[config.mk]
export PLATFORM = sky130hd
export DESIGN_NAME = marker_length_deframer_flat
export DESIGN_NICKNAME = d
export VERILOG_FILES = /design/src/design/mld_pkg.sv /design/src/design/mld_byte_if.sv /design/src/design/mld_result_if.sv /design/src/design/marker_length_deframer.sv /design/src/flat_wrapper.sv
export SDC_FILE = /design/constraint.sdc
export NUM_CORES = 1
export LEC_CHECK = 0
export BUFFER_PORTS_ARGS = -buffer_cell sky130_fd_sc_hd__clkbuf_2
export CAP_MARGIN = 15
export CORE_ASPECT_RATIO = 1.2
export CORE_MARGIN = 8
export CORE_UTILIZATION = 36
export DETAILED_ROUTE_END_ITERATION = 10
export PLACE_DENSITY = 0.61
export RECOVER_POWER = 100
export SETUP_SLACK_MARGIN = 0.05
export SYNTH_ARGS = -nofsm -noshare
export SYNTH_HDL_FRONTEND = slang
export SYNTH_SLANG_ARGS = --single-unit
[constraint.sdc]
create_clock -name clk -period 4.7 [get_ports clk]
set_input_delay 0 -clock clk [delete_from_list [all_inputs] [get_ports clk]]
set_output_delay 0 -clock clk [all_outputs]
set_load 0.03 [all_outputs]
[src/design/mld_pkg.sv]
// Shared widths, register indexes and result codes for the marker/length deframer.
package mld_pkg;

    // Field and register widths.
    localparam int BYTE_W      = 8;
    localparam int WORD_W      = 32;
    localparam int LEN_W       = 16;
    localparam int STATUS_W    = 2;
    localparam int CFG_INDEX_W = 2;
    localparam int CFG_DATA_W  = WORD_W;

    // Marker and length fields are four bytes each.
    localparam int MARK_BYTES  = 4;

    // Configuration register indexes.
    localparam logic [CFG_INDEX_W-1:0] CFG_START_WORD  = 2'd0;
    localparam logic [CFG_INDEX_W-1:0] CFG_END_WORD    = 2'd1;
    localparam logic [CFG_INDEX_W-1:0] CFG_MAX_PAYLOAD = 2'd2;

    // Reset value of the largest accepted payload length.
    localparam logic [LEN_W-1:0] MAX_PAYLOAD_RESET = 16'hFFFF;

    // Result kinds.
    localparam logic KIND_PAYLOAD = 1'b0;
    localparam logic KIND_STATUS  = 1'b1;

    // Frame status codes.
    localparam logic [STATUS_W-1:0] STATUS_GOOD     = 2'd0;
    localparam logic [STATUS_W-1:0] STATUS_BAD_END  = 2'd1;
    localparam logic [STATUS_W-1:0] STATUS_TOO_LONG = 2'd2;

endpackage

[src/design/mld_byte_if.sv]
// Valid/ready channel that carries one received byte per transfer.
interface mld_byte_if;

    logic                       valid;
    logic                       ready;
    logic [mld_pkg::BYTE_W-1:0] rx_byte;

    modport source (output valid, output rx_byte, input ready);
    modport sink   (input valid, input rx_byte, output ready);

endinterface

[src/design/mld_result_if.sv]
// Valid/ready channel that carries one payload byte or frame status per transfer.
interface mld_result_if;

    logic                         valid;
    logic                         ready;
    logic                         item_kind;
    logic [mld_pkg::BYTE_W-1:0]   payload_byte;
    logic                         is_first;
    logic                         is_last;
    logic [mld_pkg::STATUS_W-1:0] frame_status;

    modport source (output valid, output item_kind, output payload_byte,
                    output is_first, output is_last, output frame_status,
                    input ready);
    modport sink   (input valid, input item_kind, input payload_byte,
                    input is_first, input is_last, input frame_status,
                    output ready);

endinterface

[src/design/marker_length_deframer.sv]
// Marker and length-prefix deframer: splits a byte stream into payload bytes and frame status.
//
// The rx channel takes one stream byte per transfer. The tx channel gives a payload byte
// (with first and last flags) or a frame status: good, bad end marker, or too long.
// Hunt and start marker bytes give no tx transfer; only a last length or end marker byte can.
// The configuration port writes the start marker, end marker and maximum payload length;
// write it only while no byte is in flight.
//
// Each byte is captured in an input register, decoded by one level of compare and
// update logic, and its result lands in the output register. A byte that produces a
// result passes through the input register and then the output register before it
// appears on tx, and a tx stall can hold it in either. One byte is taken every cycle
// unless a byte with a result waits on a stalled tx; the decode step adds no limit.
//
// After reset the block hunts for the start marker with an empty window, the maximum
// payload is 65535 and both markers are zero. When tx stalls, the output register holds
// its result, the input register holds the next byte, and rx ready drops once a byte
// that needs an output slot is waiting; bytes that produce no result still move on.
module marker_length_deframer
(
    input  logic                              clk,
    input  logic                              rst_n,
    mld_byte_if.sink                          rx,
    mld_result_if.source                      tx,
    input  logic                              cfg_we,
    input  logic [mld_pkg::CFG_INDEX_W-1:0]   cfg_index,
    input  logic [mld_pkg::CFG_DATA_W-1:0]    cfg_data
);

    localparam int BW = mld_pkg::BYTE_W;
    localparam int WW = mld_pkg::WORD_W;
    localparam int LW = mld_pkg::LEN_W;
    localparam logic [2:0] FILL_FULL = 3'(mld_pkg::MARK_BYTES);
    localparam logic [1:0] SUB_LAST  = 2'(mld_pkg::MARK_BYTES - 1);

    typedef enum logic [1:0] {PH_HUNT, PH_LENGTH, PH_PAYLOAD, PH_END} phase_t;

    // Configuration registers.
    logic [WW-1:0] start_word_reg;
    logic [WW-1:0] end_word_reg;
    logic [LW-1:0] max_payload_reg;

    // Input register.
    logic          in_valid_reg;
    logic [BW-1:0] in_byte_reg;

    // Frame state.
    phase_t        phase_reg, phase_next;
    logic [WW-1:0] window_reg, window_next;
    logic [1:0]    sub_reg, sub_next;
    logic [LW-1:0] length_reg, length_next;
    logic [LW-1:0] count_reg, count_next;
    logic [2:0]    fill_reg, fill_next;

    // Output register.
    logic                         out_valid_reg;
    logic                         out_kind_reg;
    logic [BW-1:0]                out_byte_reg;
    logic                         out_first_reg;
    logic                         out_last_reg;
    logic [mld_pkg::STATUS_W-1:0] out_status_reg;

    // Decoded result of the byte in the input register.
    logic                         has_result;
    logic                         res_kind;
    logic [BW-1:0]                res_byte;
    logic                         res_first;
    logic                         res_last;
    logic [mld_pkg::STATUS_W-1:0] res_status;

    logic          out_free;
    logic          consume;
    logic [WW-1:0] shifted;
    logic [2:0]    fill_inc;
    logic          too_long;
    logic          last_byte;

    // Handshake between the two registers.
    assign out_free = !out_valid_reg || tx.ready;
    assign consume  = in_valid_reg && (!has_result || out_free);
    assign rx.ready = !in_valid_reg || consume;

    assign shifted   = {window_reg[WW-BW-1:0], in_byte_reg};
    assign fill_inc  = (fill_reg < FILL_FULL) ? fill_reg + 3'd1 : fill_reg;
    assign too_long  = (shifted[WW-1:LW] != '0) || (shifted[LW-1:0] > max_payload_reg);
    assign last_byte = ({1'b0, count_reg} + {{LW{1'b0}}, 1'b1}) >= {1'b0, length_reg};

    // Per-byte decode and state update.
    always_comb
    begin
        phase_next  = phase_reg;
        window_next = window_reg;
        sub_next    = sub_reg;
        length_next = length_reg;
        count_next  = count_reg;
        fill_next   = fill_reg;
        has_result  = 1'b0;
        res_kind    = mld_pkg::KIND_PAYLOAD;
        res_byte    = '0;
        res_first   = 1'b0;
        res_last    = 1'b0;
        res_status  = mld_pkg::STATUS_GOOD;

        case (phase_reg)
            PH_HUNT:
            begin
                window_next = shifted;
                fill_next   = fill_inc;
                if (fill_inc == FILL_FULL && shifted == start_word_reg)
                begin
                    phase_next  = PH_LENGTH;
                    window_next = '0;
                    fill_next   = '0;
                    sub_next    = '0;
                end
            end
            PH_LENGTH:
            begin
                window_next = shifted;
                if (sub_reg != SUB_LAST)
                begin
                    sub_next = sub_reg + 2'd1;
                end
                else if (too_long)
                begin
                    has_result  = 1'b1;
                    res_kind    = mld_pkg::KIND_STATUS;
                    res_status  = mld_pkg::STATUS_TOO_LONG;
                    phase_next  = PH_HUNT;
                    window_next = '0;
                    fill_next   = '0;
                    sub_next    = '0;
                end
                else
                begin
                    length_next = shifted[LW-1:0];
                    count_next  = '0;
                    window_next = '0;
                    sub_next    = '0;
                    phase_next  = (shifted[LW-1:0] == '0) ? PH_END : PH_PAYLOAD;
                end
            end
            PH_PAYLOAD:
            begin
                has_result = 1'b1;
                res_kind   = mld_pkg::KIND_PAYLOAD;
                res_byte   = in_byte_reg;
                res_first  = (count_reg == '0);
                res_last   = last_byte;
                count_next = count_reg + 16'd1;
                if (last_byte)
                begin
                    phase_next  = PH_END;
                    window_next = '0;
                    sub_next    = '0;
                end
            end
            PH_END:
            begin
                window_next = shifted;
                if (sub_reg != SUB_LAST)
                begin
                    sub_next = sub_reg + 2'd1;
                end
                else
                begin
                    has_result  = 1'b1;
                    res_kind    = mld_pkg::KIND_STATUS;
                    res_status  = (shifted == end_word_reg) ? mld_pkg::STATUS_GOOD
                                                            : mld_pkg::STATUS_BAD_END;
                    phase_next  = PH_HUNT;
                    window_next = '0;
                    fill_next   = '0;
                    sub_next    = '0;
                end
            end
            default:
            begin
                phase_next = PH_HUNT;
            end
        endcase
    end

    // Configuration writes; unknown indexes are ignored.
    always_ff @(posedge clk or negedge rst_n)
    begin
        if (!rst_n)
        begin
            start_word_reg  <= '0;
            end_word_reg    <= '0;
            max_payload_reg <= mld_pkg::MAX_PAYLOAD_RESET;
        end
        else if (cfg_we)
        begin
            case (cfg_index)
                mld_pkg::CFG_START_WORD:  start_word_reg  <= cfg_data;
                mld_pkg::CFG_END_WORD:    end_word_reg    <= cfg_data;
                mld_pkg::CFG_MAX_PAYLOAD: max_payload_reg <= cfg_data[LW-1:0];
                default:                  ;
            endcase
        end
    end

    // Input register and frame state; state advances when the held byte is consumed.
    always_ff @(posedge clk or negedge rst_n)
    begin
        if (!rst_n)
        begin
            in_valid_reg <= 1'b0;
            phase_reg    <= PH_HUNT;
            window_reg   <= '0;
            sub_reg      <= '0;
            length_reg   <= '0;
            count_reg    <= '0;
            fill_reg     <= '0;
        end
        else
        begin
            if (rx.ready)
            begin
                in_valid_reg <= rx.valid;
            end
            if (consume)
            begin
                phase_reg  <= phase_next;
                window_reg <= window_next;
                sub_reg    <= sub_next;
                length_reg <= length_next;
                count_reg  <= count_next;
                fill_reg   <= fill_next;
            end
        end
    end

    // Byte capture needs no reset.
    always_ff @(posedge clk)
    begin
        if (rx.valid && rx.ready)
        begin
            in_byte_reg <= rx.rx_byte;
        end
    end

    // Output valid flag.
    always_ff @(posedge clk or negedge rst_n)
    begin
        if (!rst_n)
        begin
            out_valid_reg <= 1'b0;
        end
        else if (out_free)
        begin
            out_valid_reg <= consume && has_result;
        end
    end

    // Output payload, loaded when a result is produced into a free slot.
    always_ff @(posedge clk)
    begin
        if (out_free && consume && has_result)
        begin
            out_kind_reg   <= res_kind;
            out_byte_reg   <= res_byte;
            out_first_reg  <= res_first;
            out_last_reg   <= res_last;
            out_status_reg <= res_status;
        end
    end

    assign tx.valid        = out_valid_reg;
    assign tx.item_kind    = out_kind_reg;
    assign tx.payload_byte = out_byte_reg;
    assign tx.is_first     = out_first_reg;
    assign tx.is_last      = out_last_reg;
    assign tx.frame_status = out_status_reg;

endmodule
[src/flat_wrapper.sv]
// flat-port wrapper written by rule: the top's interface ports become plain ports
module marker_length_deframer_flat 
  (clk, rst_n, cfg_we, cfg_index, cfg_data, rx_valid, rx_rx_byte, rx_ready, tx_valid, tx_item_kind, tx_payload_byte, tx_is_first, tx_is_last, tx_frame_status, tx_ready);
  mld_byte_if rx_i ();
  mld_result_if tx_i ();
  input  logic clk;
  input  logic rst_n;
  input  logic cfg_we;
  input  logic [mld_pkg::CFG_INDEX_W-1:0] cfg_index;
  input  logic [mld_pkg::CFG_DATA_W-1:0] cfg_data;
  input wire logic [$bits(rx_i.valid)-1:0] rx_valid;
  input wire logic [$bits(rx_i.rx_byte)-1:0] rx_rx_byte;
  output wire logic [$bits(rx_i.ready)-1:0] rx_ready;
  output wire logic [$bits(tx_i.valid)-1:0] tx_valid;
  output wire logic [$bits(tx_i.item_kind)-1:0] tx_item_kind;
  output wire logic [$bits(tx_i.payload_byte)-1:0] tx_payload_byte;
  output wire logic [$bits(tx_i.is_first)-1:0] tx_is_first;
  output wire logic [$bits(tx_i.is_last)-1:0] tx_is_last;
  output wire logic [$bits(tx_i.frame_status)-1:0] tx_frame_status;
  input wire logic [$bits(tx_i.ready)-1:0] tx_ready;
  assign rx_i.valid = rx_valid;
  assign rx_i.rx_byte = rx_rx_byte;
  assign rx_ready = rx_i.ready;
  assign tx_valid = tx_i.valid;
  assign tx_item_kind = tx_i.item_kind;
  assign tx_payload_byte = tx_i.payload_byte;
  assign tx_is_first = tx_i.is_first;
  assign tx_is_last = tx_i.is_last;
  assign tx_frame_status = tx_i.frame_status;
  assign tx_i.ready = tx_ready;
  marker_length_deframer u_core (.clk(clk), .rst_n(rst_n), .rx(rx_i), .tx(tx_i), .cfg_we(cfg_we), .cfg_index(cfg_index), .cfg_data(cfg_data));
endmodule
### Word-level counts from Yosys, hierarchy flattened

Index checks and enable logic that the tools add are counted.

| word-level totals | value |
|---|---|
| register bits | 166 |
| bits of input ports | 47 |
| output and inout port bits | 15 |
| logic and storage cells | 105 |

| operators by class | value |
|---|---|
| $add $sub $neg | 4 |
| $lt $le $gt $ge | 3 |
| equal/unequal tests | 15 |
| multiplexer cells | 34 |
| bitwise logic cells | 2 |
| reductions and logical operators | 30 |

Operators with widths:

| cell | number |
|---|---|
| 24-bit two-way mux | 3 |
| 24-bit one-hot mux with 3 select lines | 1 |
| 32-bit == test | 2 |
| 16-bit logical NOT | 2 |
| 16-bit two-way mux | 2 |
| 16-bit one-hot mux with 2 select lines | 1 |
| 2-bit two-way mux | 11 |
| 16-bit by 1-bit adder with 17-bit output, second input constant | 1 |
| 17-bit by 16-bit greater-or-equal comparator with 1-bit output | 1 |
| 16-bit by 1-bit adder with 16-bit output, second input constant | 1 |
| 16-bit greater-than comparator | 1 |
| 16-bit nonzero test | 1 |
| 3-bit two-way mux | 5 |
| 5-bit AND reduction | 2 |
| 3-bit one-hot mux with 3 select lines | 1 |
| 2-bit != test, second input constant | 4 |
| 2-bit one-hot mux with 4 select lines | 1 |
| 2-bit AND reduction | 4 |
| 4-bit AND reduction | 2 |
| 2-bit == test, second input constant | 3 |
| 1-bit logical AND | 6 |
| 2-bit by 1-bit != test with 1-bit output, second input constant | 3 |
| 2-bit one-hot mux with 3 select lines | 1 |
| 1-bit two-way mux | 5 |
| 16 further kinds | 24 |

### Logic depth before layout (Yosys ltp)

Gate-level depths: netlist of the first run.

| depth | value |
|---|---|
| depth in word-level cells | 10 |
| gate-level depth with buffers | 16 |
| depth with buffers taken out | 15 |

### Least setup slack after synthesis of the first run

Ideal clock, no wire load.

| timing | value |
|---|---|
| kind | register to register |
| start | register u_core.count_reg[0] |
| end | register u_core.sub_reg[0] |
| library setup time | 0.125 ns |
| arrival | 3.455 ns |
| required time | 4.575 ns |
| slack | 1.120 ns |
| stages on the path, launching flop included | 16 |
| buffers on the path | 0 |
| period minus slack after synthesis | 3.580 ns |
| path through | dfrtp_1 -> ha_1 -> nand2_1 -> nor3_2 -> and3_1 -> nand3_1 -> nor2_1 -> xor2_1 -> ha_1 -> nand3_1 -> or4_1 -> a2111oi_2 -> nor4_2 -> nand2_2 -> o2111ai_2 -> mux2_4 |

| between the ends | value |
|---|---|
| longest elaborated chain between the ends | 4 |

RTL lines:

| item | RTL line | text |
|---|---|---|
| start, declared | marker_length_deframer.sv:52 | `logic [LW-1:0] count_reg, count_next;` |
| start signal, assigned | marker_length_deframer.sv:229 | `count_reg <= count_next;` |
| 16-bit by 1-bit adder with 17-bit output | marker_length_deframer.sv:86 | `assign last_byte = ({1'b0, count_reg} + {{LW{1'b0}}, 1'b1}) >= {1'b0, length_reg};` |
| 17-bit by 16-bit greater-or-equal comparator with 1-bit output | marker_length_deframer.sv:86 |  |
| 2-bit by 1-bit != test with 1-bit output (no source line) | - |  |
| 3-bit AND reduction (no source line) | - |  |
| end signal, assigned | marker_length_deframer.sv:227 | `sub_reg <= sub_next;` |
| end, declared | marker_length_deframer.sv:50 | `logic [1:0] sub_reg, sub_next;` |

Every way passes these cells.
A chain may end at the register's enable or synchronous reset.

### Worst setup path in the final report of the first run

| timing | value |
|---|---|
| start | register u_core.in_byte_reg[5] |
| end | register u_core.length_reg[0] |

| between the ends | value |
|---|---|
| longest elaborated chain between the ends | 9 |
| elaborated cells between the ends (all ways) | 10 |
| classes of those cells | order compare (1); mux (3); bitwise (1); reduce/logical (5) |

RTL lines:

| item | RTL line | text |
|---|---|---|
| start, declared | marker_length_deframer.sv:45 | `logic [BW-1:0] in_byte_reg;` |
| start signal, assigned | marker_length_deframer.sv:240 | `in_byte_reg <= rx.rx_byte;` |
| 16-bit greater-than comparator * | marker_length_deframer.sv:85 | `assign too_long = (shifted[WW-1:LW] != '0) \|\| (shifted[LW-1:0] > max_payload_reg);` |
| 1-bit logical OR * | marker_length_deframer.sv:85 |  |
| 1-bit two-way mux | marker_length_deframer.sv:124 | `else if (too_long)` |
| 1-bit two-way mux | marker_length_deframer.sv:120 | `if (sub_reg != SUB_LAST)` |
| 1-bit one-hot mux with 3 select lines | marker_length_deframer.sv:104 | `case (phase_reg)` |
| 1-bit logical NOT | marker_length_deframer.sv:80 | `assign consume = in_valid_reg && (!has_result \|\| out_free);` |
| 1-bit logical OR | marker_length_deframer.sv:80 |  |
| 1-bit logical AND | marker_length_deframer.sv:80 |  |
| 4-bit AND reduction (no source line) * | - |  |
| end signal, assigned | marker_length_deframer.sv:228 | `length_reg <= length_next;` |
| end, declared | marker_length_deframer.sv:51 | `logic [LW-1:0] length_reg, length_next;` |

Mark *: on every way between the ends. The rest lies on a longest branch, timed or not.

==> run_results.csv, run 1 <==
group,metric,value,unit
power,ir_drop,0.000313,V
timing,maxSlewViolCount,140,
floorplan,initial_core_util,36.5,%
min_path,hold_path_class,"in2reg",
timing,finalHoldViolations,0,
global_routing,grt_use_total,15.2,%
floorplan,coreArea,0.0230,mm2
floorplan,die_w,156,um
route,wl_per_cell,18.3,um
clock_tree,cts_tree,"built",
setup_path,end_kind,"flip-flop",
logic_synthesis,synth_simple_gate_area_share,10.8,%
logic_synthesis,syn_area_per_cell,11.8,um2
setup_path,crit_fanout,30,
global_routing,grt_pass1_wl,33000,um
setup_path,critPathBufInv,2,
power,p_per_area,515,mW/mm2
timing,whs,0.0506,ns
logic_synthesis,yosys_most_used_dff,"dfrtp_1",
clock_tree,root_buffer,"clkbuf_16",
clock_tree,cts_num_sinks,166,
global_routing,overflow,0,
setup_path,arrival,4.51,ns
clock_tree,clk_latency,0.43,ns
placed_design,place_area,0.00900,mm2
setup_path,critPathSlowestCell,"clkbuf_1",
clock_tree,cts_resized,0,
timing,min_period,4.19,ns
timing,worst_slew_margin_rel,-70.5,%
timing,fin_tns_setup,0,ns
logic_synthesis,syn_area,0.00841,mm2
setup_path,crit_type,"reg2reg",
route,vias,5687,
timing,tightest_slew,2.56,ns
logic_synthesis,yosysUniqueCellTypes,63,
timing,rsz0062_at_grt,"false",
final_layout,drive_gt1_share,23.8,%
route,ant_nets,0,
final_layout,postLayoutCellArea,0.00993,mm2
final_layout,final_common_cell,"dfrtp_1",
clock_tree,clk_path_buf_depth,2,
clock_tree,postCtsHoldBufs,42,
setup_path,crit_family,"buffers and inverters",
placed_design,post-place-ws,0.640,ns
clock_tree,cts_setup_buffers,0,
power,cellLeakagePower,4.18,nW
floorplan,ios,62,
route,drcViolationCount,0,
setup_path,startpoint_type,"flip-flop",
logic_synthesis,synth_adder_area_share,5.36,%
timing,fmax,239,MHz
global_routing,grt_pass1_vias,5824,
global_routing,grt_max_degree,62,
timing,fin_crit_sh,89.2,%
timing,fin_skew,0.0124,ns
logic_synthesis,synthCells,712,
final_layout,fin_nets,892,
job,maxCapViolCount,3,
final_layout,antenna_cells,0,
logic_synthesis,synth.area.mux_share,11.3,%
setup_path,cp_common_cell,"clkbuf_1",
route,routed_wl,20800,um
clock_tree,htree_levels,4,
run_status,outcome,"complete, but fails checks",
placed_design,port_buffers,61,
placed_design,place_hpwl,15000,um
logic_synthesis,synth_enable_flop_cells,21,
clock_tree,cts_made_buffers,17,
logic_synthesis,ys.warnings.count,0,
route,viasPerCell,5.00,
route,drt_iter0_drc,295,
setup_path,cp.required,5.02,ns
logic_synthesis,synth_top_family_by_area,"multiplexers",
logic_synthesis,synth_compound_area_share,9.42,%
logic_synthesis,seq_area_frac_synth,50.9,%
logic_synthesis,synth-seq-cells,166,
timing,setup_ws,0.509,ns
placed_design,gp_congestion,0.819,
setup_path,critPathMaxStageDelay,0.86,ns
setup_path,crit_chain,"ha_1 > nand4_1 > nor4_1 > nand2_1 > a2111oi_0 > clkbuf_1 > clkbuf_1 > mux2_2",
logic_synthesis,synth-xor-area-share,8.12,%
clock_tree,cts.clk_slew.worst_paths,0.07,ns
final_layout,mostFrequentLayoutCells,"129 x dfrtp_1, 81 x mux2_2, 66 x xnor2_1, 46 x clkbuf_2, 44 x nand2_1",
logic_synthesis,syn-num-nets,795,
floorplan,die_area,0.0285,mm2
floorplan,die_h,183,um
run_status,violations,"capacitance limit, slew limit",
final_layout,area_growth,18.0,%
route,drtPass1Iterations,5,
floorplan,fp-row-count,61,
logic_synthesis,synthArstFlopShare,87.3,%
timing,setup_viol,0,
global_routing,antenna_found_initial,0,
setup_path,rrSetupSlack,0.51,ns
-- worst paths after layout --
check	from	endpoint	depth (start not counted)
max	u_core.in_byte_reg[5]	u_core.length_reg[0]	8
min	tx_ready	u_core.tx.valid	3
max reg2reg	u_core.in_byte_reg[5]	u_core.length_reg[0]	8
min reg2reg	u_core.sub_reg[1]	u_core.sub_reg[1]	1
max in group asynchronous	rst_n	u_core.length_reg[13]	3
min in group asynchronous	rst_n	u_core.end_word_reg[16]	2
-- Yosys cell counts (5+ instances only) --
cell type  count  share of area (%)
clkbuf_2       5               0.30
a31oi_1        6               0.45
o21ai_0       26                1.5
buf_6          6               0.80
a21oi_1       24                1.4
dfrtp_1      129                 38
a22o_1        21                2.2
ha_1          36                5.4
inv_1         38                1.7
nor4_1        15                1.1
xnor2_1       66                6.9
nand3_1       12               0.71
dfstp_2       16                5.0
nand4_1       22                1.6
edfxtp_1      21                7.5
xor2_1        12                1.2
nand2_1       44                2.0
nand2b_1       7               0.52
mux2_2        81                 11
nor2_1        19               0.85
nor3_1        12               0.71
clkbuf_1      15               0.67
and2_1         7               0.52
o2bb2ai_1      6               0.62
-- power by group --
| part | leakage, nW | internal, W | switching, W |
|---|---|---|---|
| clock | 0.304 | 0.000852 | 0.000623 |
| combinational | 1.89 | 0.000707 | 0.000721 |
| sequential | 1.99 | 0.00182 | 0.000395 |
-- metal layers --
| layer | track usage, % | part of all wire (%) | wire length (um) |
|---|---|---|---|
| met2 | 25.9 | 51 | 10600 |
| met1 | 18.4 | 43 | 8910 |
| met3 | 2.59 | 3.4 | 707 |
| met4 | 6.77 | 2.8 | 576 |
| met5 | 0 | 0 | 0 |
-- layout make-up --
type	count	area, um2
Fill cell	2245	13100
Sequential cell	166	4280
Multi-Input combinational cell	472	3730
Timing Repair Buffer	114	763
Clock buffer	17	425
Tap cell	315	394
Clock inverter	15	191
Inverter	38	143
-- worst min-delay path, cell delays in order --
cell	delay, ns
clkbuf_2	0.09
or2b_2	0.21
o21ai_0	0.12
-- cells by family (layout without fill, tap and decap cells) --
group,Yosys count,count (layout)
muxes,84,84
AOI/OAI and AO/OA,109,109
buffers and inverters,74,184
and+or+nand+nor,165,165
adders and majority gates,36,36
xor gates and xnor gates,78,78
DFF,166,166
-- stage by stage --
stage               total power [W]  utilization (%)  instances
floorplan                   0.00326                -        712
global placement            0.00365             39.0       1063
detailed placement          0.00369             39.0       1063
CTS                         0.00521             43.5       1137
global route                0.00539             43.1       1137
finish                      0.00512             43.1       1137
Note: power is estimated with default switching activity, not from simulation.
==> run 2, diff against run 1 <==
Settings changed: ABC_AREA set to 1.
==> run 2 against run 1 <==
  * Synthesized cell count increased by 46%
  * The run still ends with capacitance limit, slew limit left
  * Critical path depth increased by 4
  * Worst setup slack improved by 0.34 ns
  * Worst hold slack improved by 0.22 ns
  * Global-route usage increased by 0.29 points
  * Cell area increased by 4.0%
  * Maximum frequency increased by 8.7%
  * Synthesized area increased by 4.2%
  * Highest routed layer unchanged
  * Non-clock buffer count decreased by 4
  * Via count increased by 22%
  * Combinational power decreased by 24%
  * Critical path type unchanged
==> run_results.csv, run 2 <==
group,metric,value,unit
clock_tree,clk_latency,0.44,ns
final_layout,final_common_cell,"nand2_1",
timing,fin_tns_setup,0,ns
floorplan,die_h,187,um
global_routing,grtUsageMet3,2.94,%
timing,finalHoldViolations,0,
floorplan,initial_core_util,36.6,%
timing,fmax,259,MHz
logic_synthesis,syn_area,0.00877,mm2
logic_synthesis,synth_enable_flop_cells,21,
final_layout,instances_no_fill,1464,
logic_synthesis,ys.warnings.count,0,
route,viasPerCell,4.74,
floorplan,coreArea,0.0240,mm2
timing,setup_ws,0.846,ns
setup_path,crit_type,"reg2reg",
setup_path,rr_worst_depth,12,
clock_tree,root_buffer,"clkbuf_16",
clock_tree,cts.clk_slew.worst_paths,0.07,ns
run_status,outcome,"complete, but fails checks",
placed_design,dp_cells,1389,
timing,tightest_slew,2.55,ns
logic_synthesis,syn_area_per_cell,8.42,um2
final_layout,drive_gt1_share,9.53,%
global_routing,overflow,0,
timing,rsz0062_at_grt,"false",
final_layout,area_growth,17.8,%
clock_tree,clk_path_buf_depth,2,
route,drcViolationCount,0,
placed_design,port_buffers,61,
route,drtPass1Iterations,5,
floorplan,ios,62,
timing,fin_crit_sh,82.0,%
route,routed_wl,21800,um
setup_path,arrival,4.17,ns
timing,fin_skew,0.0158,ns
power,ir_drop,0.000240,V
logic_synthesis,yosys.area.top_type,"dfrtp_1",
min_path,worstHoldPathCells,5,
logic_synthesis,yosysUniqueCellTypes,40,
logic_synthesis,synth_top_area_share,36.8,%
clock_tree,cts_tree,"built",
floorplan,die_w,158,um
route,wl_per_cell,14.9,um
timing,min_period,3.85,ns
power,cellLeakagePower,5.18,nW
floorplan,die_area,0.0296,mm2
logic_synthesis,synthArstFlopShare,87.3,%
timing,worst_slew_margin_rel,-69.8,%
global_routing,antenna_found_initial,0,
global_routing,grt_busiest_layer,"met2",
logic_synthesis,netlist_top_cells_count,"306 x nand2_1, 129 x dfrtp_1, 126 x inv_1",
power,total_power,0.00458,W
run_status,violations,"capacitance limit, slew limit",
final_layout,mostFrequentLayoutCells,"308 x nand2_1, 129 x dfrtp_1, 128 x inv_1, 88 x o21ai_0, 51 x nand3_1",
setup_path,end_kind,"flip-flop",
job,maxCapViolCount,2,
route,vias,6944,
logic_synthesis,yosys_most_used_dff,"dfrtp_1",
route,drt_iter0_drc,344,
logic_synthesis,synth_area_leaders,"dfrtp_1 37%, nand2_1 13%, edfxtp_1 7.2%",
final_layout,fin_nets,1214,
global_routing,grt_pass1_vias,7057,
placed_design,post-place-ws,1.25,ns
logic_synthesis,syn-num-nets,1124,
logic_synthesis,synth-seq-cells,166,
timing,setup_viol,0,
clock_tree,cts_num_sinks,166,
min_path,hold_path_class,"in2reg",
global_routing,grt_util_met1,19.5,%
global_routing,grt_use_total,15.4,%
route,ant_nets,0,
global_routing,grt_pass1_wl,36300,um
placed_design,place_hpwl,15600,um
final_layout,num-fill-cells,2383,
power,p_per_area,444,mW/mm2
placed_design,gp_congestion,0.867,
setup_path,cp.required,5.01,ns
setup_path,crit_fanout,19,
floorplan,fp-row-count,62,
logic_synthesis,synthCells,1041,
global_routing,grt_max_degree,99,
timing,maxSlewViolCount,164,
clock_tree,cts_setup_buffers,0,
setup_path,startpoint_type,"flip-flop",
logic_synthesis,seq_area_frac_synth,48.8,%
global_routing,grt_use_met2,25.8,%
final_layout,antenna_cells,0,
clock_tree,htree_levels,4,
logic_synthesis,synthMostInstantiatedCell,"nand2_1",
clock_tree,cts_made_buffers,17,
==> run 2: changes by cell type in the layout (fill, tap and decap cells not counted), moves of 6 or more <==
| cell | change |
|---|---|
| mux2_2 | -81 |
| o2bb2ai_1 | -6 |
| inv_1 | +90 |
| nor2_1 | +26 |
| nand3b_1 | +9 |
| nand2_1 | +264 |
| nand3_1 | +38 |
| o21ai_0 | +62 |
| a22o_1 | -21 |
| xor2_1 | +36 |
| xnor2_1 | -45 |
| nand2b_1 | -7 |
| a31oi_1 | -6 |
==> run 2: metrics by stage <==
step,hold WS [ns],utilization [%],cell area [um2]
3_3_place_gp,0.173,38.9,9330
6_report,0.269,43.1,10300
3_5_place_dp,0.172,38.9,9330
2_1_floorplan,-0.296,-,8770
4_1_cts,0.268,43.4,10400
5_1_grt,0.273,43.1,10300
==> run 2: cell type report <==
cell class / count / area [um2] / area share [%]
Tap cell: 320 / 400 / 3.88
Inverter: 129 / 485 / 4.70
Timing Repair Buffer: 110 / 754 / 7.31
Clock inverter: 13 / 176 / 1.71
Multi-Input combinational cell: 707 / 3760 / 36.4
Sequential cell: 166 / 4280 / 41.5
Clock buffer: 19 / 464 / 4.50
==> run 2: power breakdown <==
group	leakage (nW)	internal, W	switching (W)
clock	0.317	0.000899	0.000617
combinational	2.82	0.000444	0.000633
sequential	2.03	0.00170	0.000286
total	5.18	0.00304	0.00154
==> run 2: path summary, 6_finish.rpt <==
| path | slack, ns | from | end |
|---|---|---|---|
| max | 0.85 | u_core.in_byte_reg[7] | u_core.length_reg[15] |
| min | 0.27 | cfg_we | u_core.end_word_reg[8] |
| max reg2reg | 0.85 | u_core.in_byte_reg[7] | u_core.length_reg[15] |
| min reg2reg | 0.47 | u_core.length_reg[6] | u_core.length_reg[6] |
| max in group asynchronous | 1.47 | rst_n | u_core.window_reg[13] |
| min in group asynchronous | 0.89 | rst_n | u_core.count_reg[6] |
==> run 2: repair_timing <==
item                      in CTS  in global routing
hold buffers                  43                  0
resized for setup              0                  0
hold endpoints to repair     171                  0
==> run 2: kinds of logic after synthesis <==
logic type | synth area share, %
adder cells (fa/ha/maj) | 5.14
buffers and inverters | 7.81
AO/OA/AOI/OAI | 7.71
flip-flops | 48.8
multiplexers | 0.114
AND/OR/NAND/NOR | 23.5
XOR/XNOR | 6.89
==> run 2: worst max-delay path, stage by stage (launching register included) <==
cell and delay, ns:
edfxtp_1 0.59, ha_1 0.39, a21oi_1 0.15, o21a_1 0.13, nand2_1 0.04, nand2_1 0.05
nand2_1 0.05, nand2_1 0.19, nand2_1 0.14, nor2_1 1.05, nand2_1 0.67, nand2_1 0.20
nand2_1 0.06
==> run 2: layer usage <==
layer | vias up | part of all wire, %
met2 | 128 | 49
met5 | - | 0
li1 | 3514 | -
met1 | 3271 | 46
met3 | 31 | 2.8
met4 | 0 | 2.5
==> run 3, diff against run 2 <==
Clock period 4.7 ns to 3.77 ns, I/O delays scaled along.
==> run 3 against run 2 <==
  * The flow still finishes with violations (capacitance limit, slew limit)
  * Core utilization up 0.22 points
  * Critical endpoint is now u_core.window_reg[11]
  * Largest power group unchanged
  * Flip-flop and latch count stayed put
  * Sequential power is 24% higher
==> run_results.csv, run 3 (synthesis results as in run 2) <==
group,metric,value,unit
placed_design,place_hpwl,15900,um
route,vias,7008,
global_routing,grt_pass1_vias,7120,
timing,rsz0062_at_grt,"false",
timing,maxSlewViolCount,164,
min_path,worstHoldPathCells,5,
power,combPwrFrac,24.5,%
job,maxCapViolCount,2,
min_path,hold_path_class,"in2reg",
power,cellLeakagePower,5.20,nW
setup_path,rr_worst_depth,17,
setup_path,critPathMaxStageDelay,0.39,ns
clock_tree,cts_num_sinks,166,
power,p_int,0.00367,W
final_layout,drive_gt1_share,10.4,%
placed_design,gp_congestion,0.871,
power,ir_drop,0.000313,V
setup_path,cp_common_cell,"nand3_1",
route,drtPass1Iterations,5,
global_routing,grt_use_total,15.6,%
timing,min_period,3.33,ns
setup_path,critPathSlowestCell,"dfrtp_1",
route,routed_wl,22300,um
setup_path,crit_chain,"inv_1 > nor3_2 > nand3_1 > nor3_2 > nand3_1 > nor2_1 > nand3_1 > xnor2_1 > ha_1 > nand4_1 > nor4_1 > nand2_1 > nand4_1 > buf_4 > buf_4 > nand3_1 > nand2_1",
clock_tree,clk_path_buf_depth,2,
route,viasPerCell,4.75,
route,ant_nets,0,
global_routing,overflow,0,
final_layout,postLayoutCellArea,0.0104,mm2
clock_tree,root_buffer,"clkbuf_16",
setup_path,crit_type,"reg2reg",
timing,finalHoldViolations,0,
setup_path,cp.required,4.14,ns
setup_path,crit_fanout,25,
final_layout,final_common_cell,"nand2_1",
route,wl_per_cell,15.1,um
clock_tree,cts.clk_slew.worst_paths,0.07,ns
setup_path,arrival,3.71,ns
final_layout,fin_nets,1226,
final_layout,area_growth,18.4,%
route,drt_iter0_drc,488,
timing,worst_slew_margin_rel,-67.0,%
floorplan,die_area,0.0296,mm2
clock_tree,clk_latency,0.44,ns
floorplan,ios,62,
run_status,outcome,"complete, but fails checks",
timing,fin_tns_setup,0,ns
placed_design,place_area,0.00941,mm2
global_routing,grt_pass1_wl,36600,um
timing,fin_crit_sh,88.4,%
final_layout,num-fill-cells,2371,
power,switching_share,34.7,%
floorplan,die_h,187,um
floorplan,coreArea,0.0240,mm2
power,p_per_area,541,mW/mm2
final_layout,antenna_cells,0,
final_layout,instances_no_fill,1476,
final_layout,mostFrequentLayoutCells,"307 x nand2_1, 129 x dfrtp_1, 128 x inv_1, 88 x o21ai_0, 51 x nand3_1",
power,total_power,0.00562,W
global_routing,antenna_found_initial,0,
clock_tree,htree_levels,4,
floorplan,initial_core_util,36.6,%
placed_design,port_buffers,61,
timing,setup_viol,0,
power,power.share.clock,31.7,%
timing,fmax,300,MHz
setup_path,end_kind,"flip-flop",
placed_design,dp_cells,1399,
floorplan,fp-row-count,62,
route,drcViolationCount,0,
timing,tightest_slew,2.50,ns
final_layout,final_util,43.3,%
power,p_seq_share,43.8,%
setup_path,startpoint_type,"flip-flop",
floorplan,die_w,158,um
timing,fin_skew,0.0103,ns
clock_tree,cts_made_buffers,17,
clock_tree,cts_tree,"built",
global_routing,grt_max_degree,99,
power,p_switching,0.00195,W
run_status,violations,"capacitance limit, slew limit",
[run 3: worst paths after layout]
kind                                        from                      to  slack [ns]
min in group asynchronous                  rst_n     u_core.count_reg[5]        0.85
setup reg to reg             u_core.count_reg[0]   u_core.window_reg[11]        0.44
setup / recovery             u_core.count_reg[0]   u_core.window_reg[11]        0.44
hold reg to reg            u_core.length_reg[10]   u_core.length_reg[10]        0.47
hold / removal                            cfg_we  u_core.end_word_reg[2]        0.28
max in group asynchronous                  rst_n   u_core.window_reg[12]        1.14
[run 3: stage by stage]
step / hold slack [ns] / worst slack (ns)
finish: 0.275 / 0.437
global route: 0.279 / 0.108
CTS: 0.264 / 0.331
detailed placement: 0.173 / 0.366
global placement: 0.163 / 0.503
floorplan: -0.296 / 0.909
[run 3: power by group through the flow]
| stage | clock [W] | sequential, W | combinational (W) |
|---|---|---|---|
| floorplan | 0 | 0.00237 | 0.00104 |
| finish | 0.00178 | 0.00246 | 0.00138 |
| global route | 0.00189 | 0.00250 | 0.00158 |
| detailed placement | 0 | 0.00249 | 0.00136 |
| global placement | 0 | 0.00248 | 0.00133 |
| CTS | 0.00183 | 0.00246 | 0.00140 |
[run 3: per-layer routing]
layer / routed length [um] / up-vias / share of wire [%] / GRT usage [%]
met1: 10100 / 3275 / 45 / 20.3
met5: 0 / - / 0 / 0
met2: 10900 / 155 / 49 / 25.7
met3: 859 / 26 / 3.9 / 2.80
li1: - / 3552 / - / -
met4: 419 / 0 / 1.9 / 5.01
[run 3: layout make-up]
| cell class | count | area, um2 | share of cell area [%] |
|---|---|---|---|
| clock inverters | 14 | 150 | 1.45 |
| well taps | 320 | 400 | 3.86 |
| inverters | 129 | 485 | 4.68 |
| multi-input cells | 707 | 3780 | 36.4 |
| flip-flops and latches | 166 | 4280 | 41.2 |
| clock buffers | 18 | 450 | 4.34 |
| repair buffers | 122 | 830 | 8.00 |
[run 3: what timing repair did]
action | 4_1_cts | 5_1_grt
hold buffers | 43 | 0
endpoints found under the hold margin | 170 | 0
resized for setup | 0 | 1
endpoints found under the setup margin | 0 | 24
setup buffers | 0 | 2
[run 3: critical path, delay by kind of cell, from the launching register on]
kind | cells | cell delay (ns)
buffers and inverters | 3 | 0.50
adders and majority gates | 1 | 0.30
xor gates and xnor gates | 1 | 0.16
and+or+nand+nor | 12 | 1.90
DFF | 1 | 0.39
